`src/design/lbfs_pkg.sv`:
```
// ----------------------------------------------------------------------------
// lbfs_pkg
// Types, sizes and codes of the linked block file store.
// ----------------------------------------------------------------------------
package lbfs_pkg;

	localparam int NUM_FILES   = 16;
	localparam int DISK_BLOCKS = 64;
	localparam int BLOCK_BYTES = 512;

	localparam int FUNC_W = 2;
	localparam int FILE_W = 4;
	localparam int POS_W  = 15;
	localparam int SIZE_W = 16;
	localparam int DATA_W = 8;
	localparam int STAT_W = 3;

	localparam int BLIM_W    = 7;
	localparam int FLIM_W    = 5;
	localparam int CFG_W     = 7;
	localparam int CFG_IDX_W = 1;

	localparam int BLK_W   = $clog2(DISK_BLOCKS);
	localparam int OFF_W   = $clog2(BLOCK_BYTES);
	localparam int HOP_W   = POS_W - OFF_W;
	localparam int SCAN_W  = BLK_W + 1;
	localparam int BADDR_W = BLK_W + OFF_W;
	localparam int LINK_W  = 8;
	localparam int NEED_W  = SIZE_W - OFF_W + 2;

	localparam int ALLOC_BIAS = BLOCK_BYTES - 1 + (3 * BLOCK_BYTES) / 4;

	localparam logic [LINK_W-1:0] LINK_END = 8'hFE;

	localparam logic [CFG_IDX_W-1:0] CFG_BLOCKS = 1'b0;
	localparam logic [CFG_IDX_W-1:0] CFG_FILES  = 1'b1;

	localparam logic [FUNC_W-1:0] FN_ALLOC = 2'd0;
	localparam logic [FUNC_W-1:0] FN_READ  = 2'd1;
	localparam logic [FUNC_W-1:0] FN_WRITE = 2'd2;
	localparam logic [FUNC_W-1:0] FN_NONE  = 2'd3;

	localparam logic [STAT_W-1:0] ST_OK       = 3'd0;
	localparam logic [STAT_W-1:0] ST_NO_FILE  = 3'd1;
	localparam logic [STAT_W-1:0] ST_NO_BLOCK = 3'd2;
	localparam logic [STAT_W-1:0] ST_PAST_END = 3'd3;
	localparam logic [STAT_W-1:0] ST_NOT_USED = 3'd4;

	typedef enum logic [1:0] {RD_ZERO, RD_FF, RD_MEM} rdsel_t;

	typedef struct packed {
		logic [FUNC_W-1:0] func;
		logic [FILE_W-1:0] file_index;
		logic [POS_W-1:0]  position;
		logic [SIZE_W-1:0] alloc_size;
		logic [DATA_W-1:0] write_data;
	} in_t;

	typedef struct packed {
		logic [STAT_W-1:0] status;
		logic [FILE_W-1:0] new_file;
		logic [DATA_W-1:0] read_data;
	} out_t;

	typedef struct packed {
		logic              latch;
		logic              clr_step;
		logic              scan_rst;
		logic              scan_step;
		logic              cnt_step;
		logic              take;
		logic              file_commit;
		logic              link_wr;
		logic              rb_first;
		logic              rb_follow;
		logic              byte_wr;
		logic              res_load;
		logic [STAT_W-1:0] res_status;
		rdsel_t            res_rdsel;
		logic              res_newf;
	} cmd_t;

	typedef struct packed {
		logic              clear_done;
		logic [FUNC_W-1:0] func;
		logic              file_found;
		logic              file_ok;
		logic              scan_end;
		logic              scan_free;
		logic              enough;
		logic              first_take;
		logic              taken_all;
		logic              hops_done;
		logic              rb_free;
		logic              link_end;
	} sts_t;

endpackage

```
`src/design/lbfs_ctrl.sv`:
```
// ----------------------------------------------------------------------------
// lbfs_ctrl
// Command sequencer: clear pass, allocate, chain walk, extend, result.
// ----------------------------------------------------------------------------
module lbfs_ctrl
	import lbfs_pkg::*;
(
	input  logic clk,
	input  logic arst_n,
	input  logic in_valid,
	output logic in_stall,
	output logic out_valid,
	input  logic out_stall,
	input  sts_t sts,
	output cmd_t cmd
);

	typedef enum logic [3:0] {
		S_CLEAR, S_IDLE, S_DISP, S_CNT, S_CHK, S_AFIND, S_ALINK, S_ANEXT,
		S_HOP, S_LWAIT, S_XFIND, S_XLINK, S_RWAIT, S_FIN
	} state_t;

	state_t            state_q, state_d;
	logic [STAT_W-1:0] code_q, code_d;
	rdsel_t            rdsel_q, rdsel_d;
	logic              newf_q, newf_d;
	logic              out_valid_q;
	logic              out_free;

	assign out_free  = !out_valid_q || !out_stall;
	assign in_stall  = (state_q != S_IDLE);
	assign out_valid = out_valid_q;

	always_comb begin
		cmd        = '0;
		cmd.res_status = code_q;
		cmd.res_rdsel  = rdsel_q;
		cmd.res_newf   = newf_q;
		state_d    = state_q;
		code_d     = code_q;
		rdsel_d    = rdsel_q;
		newf_d     = newf_q;
		unique case (state_q)
			S_CLEAR: begin
				cmd.clr_step = 1'b1;
				if (sts.clear_done) state_d = S_IDLE;
			end
			S_IDLE: begin
				if (in_valid) begin
					cmd.latch = 1'b1;
					state_d   = S_DISP;
				end
			end
			S_DISP: begin
				code_d  = ST_OK;
				rdsel_d = RD_ZERO;
				newf_d  = 1'b0;
				unique case (sts.func)
					FN_ALLOC: begin
						if (sts.file_found) begin
							state_d = S_CNT;
						end else begin
							code_d  = ST_NO_FILE;
							state_d = S_FIN;
						end
					end
					FN_READ, FN_WRITE: begin
						if (sts.file_ok) begin
							cmd.rb_first = 1'b1;
							state_d      = S_HOP;
						end else begin
							code_d  = ST_NOT_USED;
							rdsel_d = (sts.func == FN_READ) ? RD_FF : RD_ZERO;
							state_d = S_FIN;
						end
					end
					default: state_d = S_FIN;
				endcase
			end
			S_CNT: begin
				if (sts.scan_end) begin
					state_d = S_CHK;
				end else begin
					cmd.cnt_step = 1'b1;
				end
			end
			S_CHK: begin
				cmd.scan_rst = 1'b1;
				if (sts.enough) begin
					state_d = S_AFIND;
				end else begin
					code_d  = ST_NO_BLOCK;
					state_d = S_FIN;
				end
			end
			S_AFIND: begin
				if (sts.scan_free) begin
					cmd.take        = 1'b1;
					cmd.file_commit = sts.first_take;
					state_d         = sts.first_take ? S_ANEXT : S_ALINK;
				end else begin
					cmd.scan_step = 1'b1;
				end
			end
			S_ALINK: begin
				cmd.link_wr = 1'b1;
				state_d     = S_ANEXT;
			end
			S_ANEXT: begin
				if (sts.taken_all) begin
					newf_d  = 1'b1;
					state_d = S_FIN;
				end else begin
					cmd.scan_step = 1'b1;
					state_d       = S_AFIND;
				end
			end
			S_HOP: begin
				if (sts.hops_done) begin
					if (sts.func == FN_READ) begin
						state_d = S_RWAIT;
					end else begin
						cmd.byte_wr = 1'b1;
						state_d     = S_FIN;
					end
				end else if (sts.rb_free) begin
					code_d  = ST_PAST_END;
					rdsel_d = (sts.func == FN_READ) ? RD_FF : RD_ZERO;
					state_d = S_FIN;
				end else begin
					state_d = S_LWAIT;
				end
			end
			S_LWAIT: begin
				if (!sts.link_end) begin
					cmd.rb_follow = 1'b1;
					state_d       = S_HOP;
				end else if (sts.func == FN_READ) begin
					code_d  = ST_PAST_END;
					rdsel_d = RD_FF;
					state_d = S_FIN;
				end else begin
					cmd.scan_rst = 1'b1;
					state_d      = S_XFIND;
				end
			end
			S_XFIND: begin
				if (sts.scan_end) begin
					code_d  = ST_NO_BLOCK;
					state_d = S_FIN;
				end else if (sts.scan_free) begin
					cmd.take = 1'b1;
					state_d  = S_XLINK;
				end else begin
					cmd.scan_step = 1'b1;
				end
			end
			S_XLINK: begin
				cmd.link_wr = 1'b1;
				state_d     = S_HOP;
			end
			S_RWAIT: begin
				rdsel_d = RD_MEM;
				state_d = S_FIN;
			end
			S_FIN: begin
				if (out_free) begin
					cmd.res_load = 1'b1;
					state_d      = S_IDLE;
				end
			end
			default: state_d = S_IDLE;
		endcase
	end

	always_ff @(posedge clk or negedge arst_n) begin
		if (!arst_n) begin
			state_q     <= S_CLEAR;
			code_q      <= ST_OK;
			rdsel_q     <= RD_ZERO;
			newf_q      <= 1'b0;
			out_valid_q <= 1'b0;
		end else begin
			state_q <= state_d;
			code_q  <= code_d;
			rdsel_q <= rdsel_d;
			newf_q  <= newf_d;
			if (cmd.res_load) begin
				out_valid_q <= 1'b1;
			end else if (!out_stall) begin
				out_valid_q <= 1'b0;
			end
		end
	end

endmodule

```
`config.mk`:
```
export PLATFORM = sky130hd
export DESIGN_NAME = lbfs_ctrl
export DESIGN_NICKNAME = d
export VERILOG_FILES = /design/src/design/lbfs_pkg.sv /design/src/design/lbfs_ctrl.sv
export SDC_FILE = /design/constraint.sdc
export NUM_CORES = 1
export LEC_CHECK = 0
export ABC_AREA = 1
export BUFFER_PORTS_ARGS = -buffer_cell sky130_fd_sc_hd__buf_2
export CAP_MARGIN = 20
export CORE_ASPECT_RATIO = 1.1
export CORE_MARGIN = 10
export CORE_UTILIZATION = 35
export DETAILED_ROUTE_END_ITERATION = 7
export GPL_ROUTABILITY_DRIVEN = 0
export SLEW_MARGIN = 20
export SYNTH_ARGS = -nofsm -noshare
export SYNTH_HDL_FRONTEND = slang
export SYNTH_SLANG_ARGS = --single-unit
```
`constraint.sdc`:
```
create_clock -name clk -period 1.6 [get_ports clk]
set_input_delay 0.32 -clock clk [delete_from_list [all_inputs] [get_ports clk]]
set_output_delay 0.32 -clock clk [all_outputs]
set_load 0.01 [all_outputs]
```
==> flow_metrics.env, run 1 <==
export IMPL_vias=1452
export IMPL_min_to="out_valid"
export IMPL_peakVddDrop_mv=0.912
export IMPL_synth_top_cell_by_area="dfrtp_1"
export IMPL_fin_tns_setup_ns=-1.82
export IMPL_rows=21
export IMPL_clk_pin_slew_ns=0.08
export IMPL_h_tree_depth=1
export IMPL_drc=0
export IMPL_initial_core_util_pct=36.5
export IMPL_slew_violations=0
export IMPL_antenna_found_initial=0
export IMPL_cellLeakagePower_uw=0.00105
export IMPL_p_per_area_nw_per_um2=1800
export IMPL_crit_type="reg -> out"
export IMPL_synth_area_mux_share_pct=0
export IMPL_ys_seq_area_share_pct=24.6
export IMPL_period_share_pct=114
export IMPL_reg2reg_slack_ns=-0.06
export IMPL_synth_top_area_share_pct=24.6
export IMPL_synth_compound_area_share_pct=8.15
export IMPL_hold_violations=0
export IMPL_swShare_pct=51.4
export IMPL_portBuffers=36
export IMPL_violations="negative setup slack"
export IMPL_die_h_um=79.4
export IMPL_setup_viol=16
export IMPL_path_buf_inv=2
export IMPL_cts_sinks=11
export IMPL_layout_common_cells="nand2_1 (60), buf_2 (34), buf_4 (20), inv_1 (18), nor2_1 (16)"
export IMPL_start_kind="register"
export IMPL_ys_async_sr_fraction_pct=100
export IMPL_busiest_layer="met2"
export IMPL_ys_types=24
export IMPL_maxCapViolations=0
export IMPL_period_needed_ns=1.82
export IMPL_ios=37
export IMPL_synth_top_family_by_area="simple AND/OR/NAND/NOR gates"
export IMPL_final_setup_skew_ns=0.00729
export IMPL_critical_path_max_fanout=4
export IMPL_rsz0062_at_grt="true"
export IMPL_grtUsageTotal_pct=13.7
export IMPL_synth_warnings=0
export IMPL_hpwl_um=2920
export IMPL_cp_top_family="simple AND/OR/NAND/NOR gates"
export IMPL_internal_power_uw=1570
export IMPL_slew_headroom_pct=78.4
export IMPL_cp_slowest_cell="dfrtp_1"
export IMPL_cts_root_buf="clkbuf_4"
export IMPL_drive_gt1_share_pct=46.5
export IMPL_synth_edf_count=0
export IMPL_cts_tree="built"
export IMPL_dr_pass1_iters=4
export IMPL_coreArea_um2=3070
export IMPL_grt_overflow=0
export IMPL_cp_cell_sequence="inv_2, nor2_4, nand2_2, nor3_4, or2_4, buf_6"
export IMPL_grtUsageMet1_pct=14.8
export IMPL_cts_buffers=3
export IMPL_clockPowerShare_pct=6.0
export IMPL_grt_pass1_wl_um=6560
export IMPL_grt_max_degree=12
export IMPL_p_seq_share_pct=15.9
export IMPL_syn_avg_cell_area_um2=5.87
export IMPL_fin_hold_ws_ns=0.272
export IMPL_worst_slew_pin_slew_ns=0.322
export IMPL_critical_path_arrival_ns=1.50
export IMPL_grt_met3_usage_pct=4.10
export IMPL_yosys_top_cells_area="dfrtp_1 (25%), nand2_1 (24%), inv_1 (7.0%), nor2_1 (7.0%), nand3_1 (6.3%)"
export IMPL_die_w_um=74.0
export IMPL_synthToLayoutAreaGrowth_pct=60.4
export IMPL_grt_pass1_vias=1473
export IMPL_reg2reg_from="state_q[2]"
export IMPL_synth_nets=213
export IMPL_synthAdderAreaFrac_pct=5.58
export IMPL_filler_cell_count=305
export IMPL_detail_route_wl_per_cell_um=14.6
export IMPL_ant_nets=0
export IMPL_status="finished with violations"
export IMPL_synth_simple_area_share_pct=50.7
export IMPL_fin_nets=283
export IMPL_post_drt_via_cell_ratio=4.94
export IMPL_syn_inst=191
export IMPL_clk_path_buf_depth=2
export IMPL_worst_slack_ns=-0.224
export IMPL_totalWireLength_um=4280
export IMPL_rr_endpoint="state_q[0]"
export IMPL_hold_path_class="in -> reg"
export IMPL_max_stage_delay_ns=0.43
export IMPL_ys_flop_type="dfrtp_1"
export IMPL_hold_start="out_stall"
export IMPL_grtUsageMet2_pct=24.5
export IMPL_p_switching_uw=1660
export IMPL_mostFrequentLayoutCell="nand2_1"
export IMPL_insertion_delay_ns=0.27
export IMPL_reg2regPathDepth=11
export IMPL_end_kind="primary output"
export IMPL_n_antenna_cell=0
export IMPL_crit_required_ns=1.28
export IMPL_synth_xor_area_share_pct=0
export IMPL_pwr_share_comb_pct=78.0
export IMPL_dieArea_um2=5870
export IMPL_holdPathStages=3
export IMPL_max_freq_mhz=548
export IMPL_synth_cell_area_um2=1120
export IMPL_yosys_register_bits=11
export IMPL_dr_first_iter_drc_count=96
[registers in the layout, summed over array words and instances, names as in the netlist]
signal	cells
code_q	3
out_valid	1
rdsel_q	2
newf_q	1
state_q	4
[stage by stage]
step / util, % / total power [uW] / instance area, um2 / cells / setup slack (ns)
detailed placement: 45.5 / 2210 / 1400 / 268 / 0.00967
finish: 58.5 / 3230 / 1800 / 294 / -0.224
global route: 58.5 / 3500 / 1800 / 294 / -0.309
global placement: 45.5 / 2210 / 1400 / 268 / 0.0158
CTS: 53.5 / 2820 / 1640 / 287 / -0.153
floorplan: - / 1660 / 1120 / 191 / 0.138
[cell families after synthesis]
family | count (synthesis)
buf+inv | 30
simple gates | 128
flops | 11
fa+ha+maj | 5
compound gates | 17
[worst register-to-register path, stage by stage, from the launching register on]
cell and delay [ns]:
dfrtp_2 0.47, buf_6 0.15, nor2_4 0.21, buf_6 0.13
buf_6 0.08, nand3_2 0.08, nand2_1 0.10, nor2_2 0.06
nand2_2 0.10, inv_2 0.07, nand2_2 0.06, nand2_1 0.05
[cells in the mapped netlist, types with 2 or more instances]
library cell,n
dfrtp_1,11
inv_2,4
ha_1,5
nor2_4,3
nand3_1,14
o21ai_0,12
inv_1,21
nand2_2,5
a21oi_1,2
or2_2,2
nor3_1,3
nand2_1,72
buf_4,2
nor2_2,5
nor2_1,21
[power groups by stage]
stage	registers [uW]	logic (uW)	clock network [uW]
finish	515	2520	195
global route	524	2750	220
CTS	499	2120	202
detailed placement	493	1720	0
global placement	491	1720	0
floorplan	524	1130	0
[area by class of cell]
| type | instances | area, um2 | share of cell area [%] |
|---|---|---|---|
| Clock buffer | 4 | 26.3 | 1.46 |
| Multi-Input combinational cell | 150 | 856 | 47.6 |
| Timing Repair Buffer | 68 | 485 | 27.0 |
| Tap cell | 34 | 42.5 | 2.37 |
| Sequential cell | 11 | 278 | 15.4 |
| Inverter | 27 | 110 | 6.12 |
[per-layer routing]
| layer | up-vias | routed length (um) |
|---|---|---|
| met4 | 0 | 96 |
| li1 | 726 | - |
| met5 | - | 0 |
| met3 | 8 | 352 |
| met2 | 58 | 2260 |
| met1 | 660 | 1570 |
[worst max path at each step]
stage / start / endpoint / slack, ns / cells past startpoint
floorplan: state_q[3] / cmd[15] / 0.14 / 6
global placement: state_q[0] / code_q[2] / 0.02 / 9
detailed placement: state_q[2] / cmd[14] / 0.01 / 8
CTS: state_q[1] / cmd[6] / -0.15 / 7
global route: state_q[0] / cmd[15] / -0.31 / 6
finish: state_q[0] / cmd[15] / -0.22 / 6
[what timing repair did]
action,CTS,global route
hold buffers,1,0
hold endpoints to repair,11,0
resized for setup,30,30
setup buffers,14,7
pin swaps,9,15
endpoints found under the setup margin,12,22
(Power assumes the default switching activity.)
==> inputs of run 2 (changes only) <==
Settings changed: BUFFER_PORTS_ARGS -buffer_cell sky130_fd_sc_hd__buf_2 to -buffer_cell sky130_fd_sc_hd__buf_4.
==> run 2 against run 1 <==
  * The flow still finishes with violations (negative setup slack)
  * Global-route usage is 1.5 points lower
  * Via count decreased by 4.8%
  * Critical path type unchanged
  * Critical endpoint is now cmd[14]
  * Fmax up 0.73%
  * Utilization grew 0.90 points
  * Combinational power fell by 6%
  * Clock skew decreased by 0.0039 ns
  * Die area unchanged
  * Flip-flop and latch count stayed put
  * Design area rose by 1.5%
==> flow_metrics.env, run 2 (synthesis gave the netlist of run 1 again) <==
export IMPL_p_switching_uw=1500
export IMPL_max_stage_delay_ns=0.42
export IMPL_period_needed_ns=1.81
export IMPL_final_setup_skew_ns=0.00341
export IMPL_ant_nets=0
export IMPL_cp_top_family="flip-flops"
export IMPL_hpwl_um=2920
export IMPL_slew_headroom_pct=84.3
export IMPL_holdPathStages=3
export IMPL_die_w_um=74.0
export IMPL_fin_hold_ws_ns=0.274
export IMPL_slew_violations=0
export IMPL_initial_core_util_pct=36.5
export IMPL_hold_path_class="in -> reg"
export IMPL_crit_top_cell="nand2_1"
export IMPL_pwr_share_comb_pct=76.6
export IMPL_largest_register="state_q"
export IMPL_crit_required_ns=1.28
export IMPL_h_tree_depth=1
export IMPL_fin_util_pct=59.4
export IMPL_coreArea_um2=3070
export IMPL_max_freq_mhz=552
export IMPL_vias=1383
export IMPL_grt_max_degree=12
export IMPL_cp_cell_sequence="buf_6, nand2_8, nor2_4, nand2_2, nand2_1, nand2_1, o21ai_1, buf_4"
export IMPL_peakVddDrop_mv=1.13
export IMPL_worst_slack_ns=-0.210
export IMPL_maxCapViolations=0
export IMPL_cp_depth=8
export IMPL_die_h_um=79.4
export IMPL_status="finished with violations"
export IMPL_critical_path_arrival_ns=1.49
export IMPL_drc=0
export IMPL_post_drt_via_cell_ratio=4.67
export IMPL_place_area_um2=1500
export IMPL_antenna_found_initial=0
export IMPL_internal_power_uw=1590
export IMPL_start_kind="register"
export IMPL_drive_gt1_share_pct=44.3
export IMPL_hold_violations=0
export IMPL_portBuffers=36
export IMPL_grt_pass1_wl_um=5990
export IMPL_path_buf_inv=2
export IMPL_clk_pin_slew_ns=0.07
export IMPL_grt_pass1_vias=1401
export IMPL_largestRegisters="state_q (4), code_q (3), rdsel_q (2)"
export IMPL_cellLeakagePower_uw=0.00105
export IMPL_worst_slew_pin_slew_ns=0.233
export IMPL_violations="negative setup slack"
export IMPL_cts_root_buf="clkbuf_4"
export IMPL_grtUsageTotal_pct=12.2
export IMPL_rows=21
export IMPL_p_per_area_nw_per_um2=1690
export IMPL_period_share_pct=113
export IMPL_cts_buffers=3
export IMPL_grt_overflow=0
export IMPL_totalWireLength_um=3720
export IMPL_dp_slack_ns=-0.0450
export IMPL_fin_nets=285
export IMPL_dr_pass1_iters=4
export IMPL_synthToLayoutAreaGrowth_pct=62.8
export IMPL_ios=37
export IMPL_end_kind="primary output"
export IMPL_reg2regPathDepth=12
export IMPL_clockPowerShare_pct=6.0
export IMPL_rsz0062_at_grt="true"
export IMPL_detail_route_wl_per_cell_um=12.6
export IMPL_p_seq_share_pct=17.3
export IMPL_cts_sinks=11
export IMPL_largest_reg_flops=4
export IMPL_critical_path_max_fanout=6
export IMPL_swShare_pct=48.6
export IMPL_dieArea_um2=5870
export IMPL_n_antenna_cell=0
export IMPL_mostFrequentLayoutCell="nand2_1"
export IMPL_total_power_uw=3090
export IMPL_insertion_delay_ns=0.26
export IMPL_dr_first_iter_drc_count=55
export IMPL_layout_common_cells="nand2_1 (65), buf_4 (61), inv_1 (19), nor2_1 (17), nand3_1 (13)"
export IMPL_setup_viol=17
export IMPL_cp_slowest_cell="dfrtp_1"
export IMPL_cts_tree="built"
export IMPL_clk_path_buf_depth=2
export IMPL_crit_type="reg -> out"
export IMPL_final_cell_area_um2=1830
[run 2: cell types whose count changed in the layout (fill, tap and decap cells not counted), sizes merged]
| cell | change |
|---|---|
| buf | +2 |
| clkinv | -1 |
| inv | +1 |
[run 2: power by group through the flow]
| stage | sequential [uW] | clock [uW] | combinational (uW) |
|---|---|---|---|
| after floorplan | 524 | 0 | 1130 |
| after global placement | 529 | 0 | 1810 |
| after detailed placement | 530 | 0 | 1810 |
| after CTS | 536 | 191 | 2080 |
| after global routing | 548 | 211 | 2630 |
| final | 536 | 186 | 2370 |
[run 2: path summary, 6_finish.rpt]
| kind | from | endpoint | slack, ns |
|---|---|---|---|
| max | state_q[3] | cmd[14] | -0.21 |
| min | out_stall | out_valid | 0.27 |
| max reg2reg | state_q[3] | state_q[3] | -0.03 |
| min reg2reg | newf_q | newf_q | 0.48 |
| max in group asynchronous | arst_n | state_q[1] | 1.02 |
| min in group asynchronous | arst_n | out_valid | 0.42 |
[run 2: timing repair]
item	4_1_cts	5_1_grt
setup buffers	11	10
setup endpoints to repair	13	20
gates resized for setup	21	19
endpoints found under the hold margin	11	0
pin swaps	6	9
hold buffers	1	0
[run 2: layout make-up]
cell class / count / area, um2
fillers: 297 / 1250
clock buffers: 4 / 26.3
repair buffers: 70 / 558
multi-input cells: 150 / 816
well taps: 34 / 42.5
inverters: 27 / 104
flip-flops and latches: 11 / 279
[run 2: worst reg2reg max path, delay by kind of cell (launching register included)]
kind	cells	cell delay [ns]
AND/OR/NAND/NOR	8	0.59
buffers and inverters	4	0.49
flip-flops	1	0.42
[run 2: metrics by stage]
| stage | setup TNS, ns | std cells |
|---|---|---|
| 3_5_place_dp | -0.0450 | 270 |
| 3_3_place_gp | -0.0131 | 270 |
| 2_1_floorplan | 0 | 191 |
| 4_1_cts | -1.10 | 286 |
| 6_report | -1.54 | 296 |
| 5_1_grt | -2.95 | 296 |
[run 2: routing by layer]
metal / GRT usage, % / vias to the layer above / share of wire [%]
met5: 0 / - / 0
met3: 4.35 / 6 / 7.8
met1: 13.5 / 610 / 41
met2: 21.7 / 40 / 50
li1: - / 727 / -
met4: 2.43 / 0 / 1.5
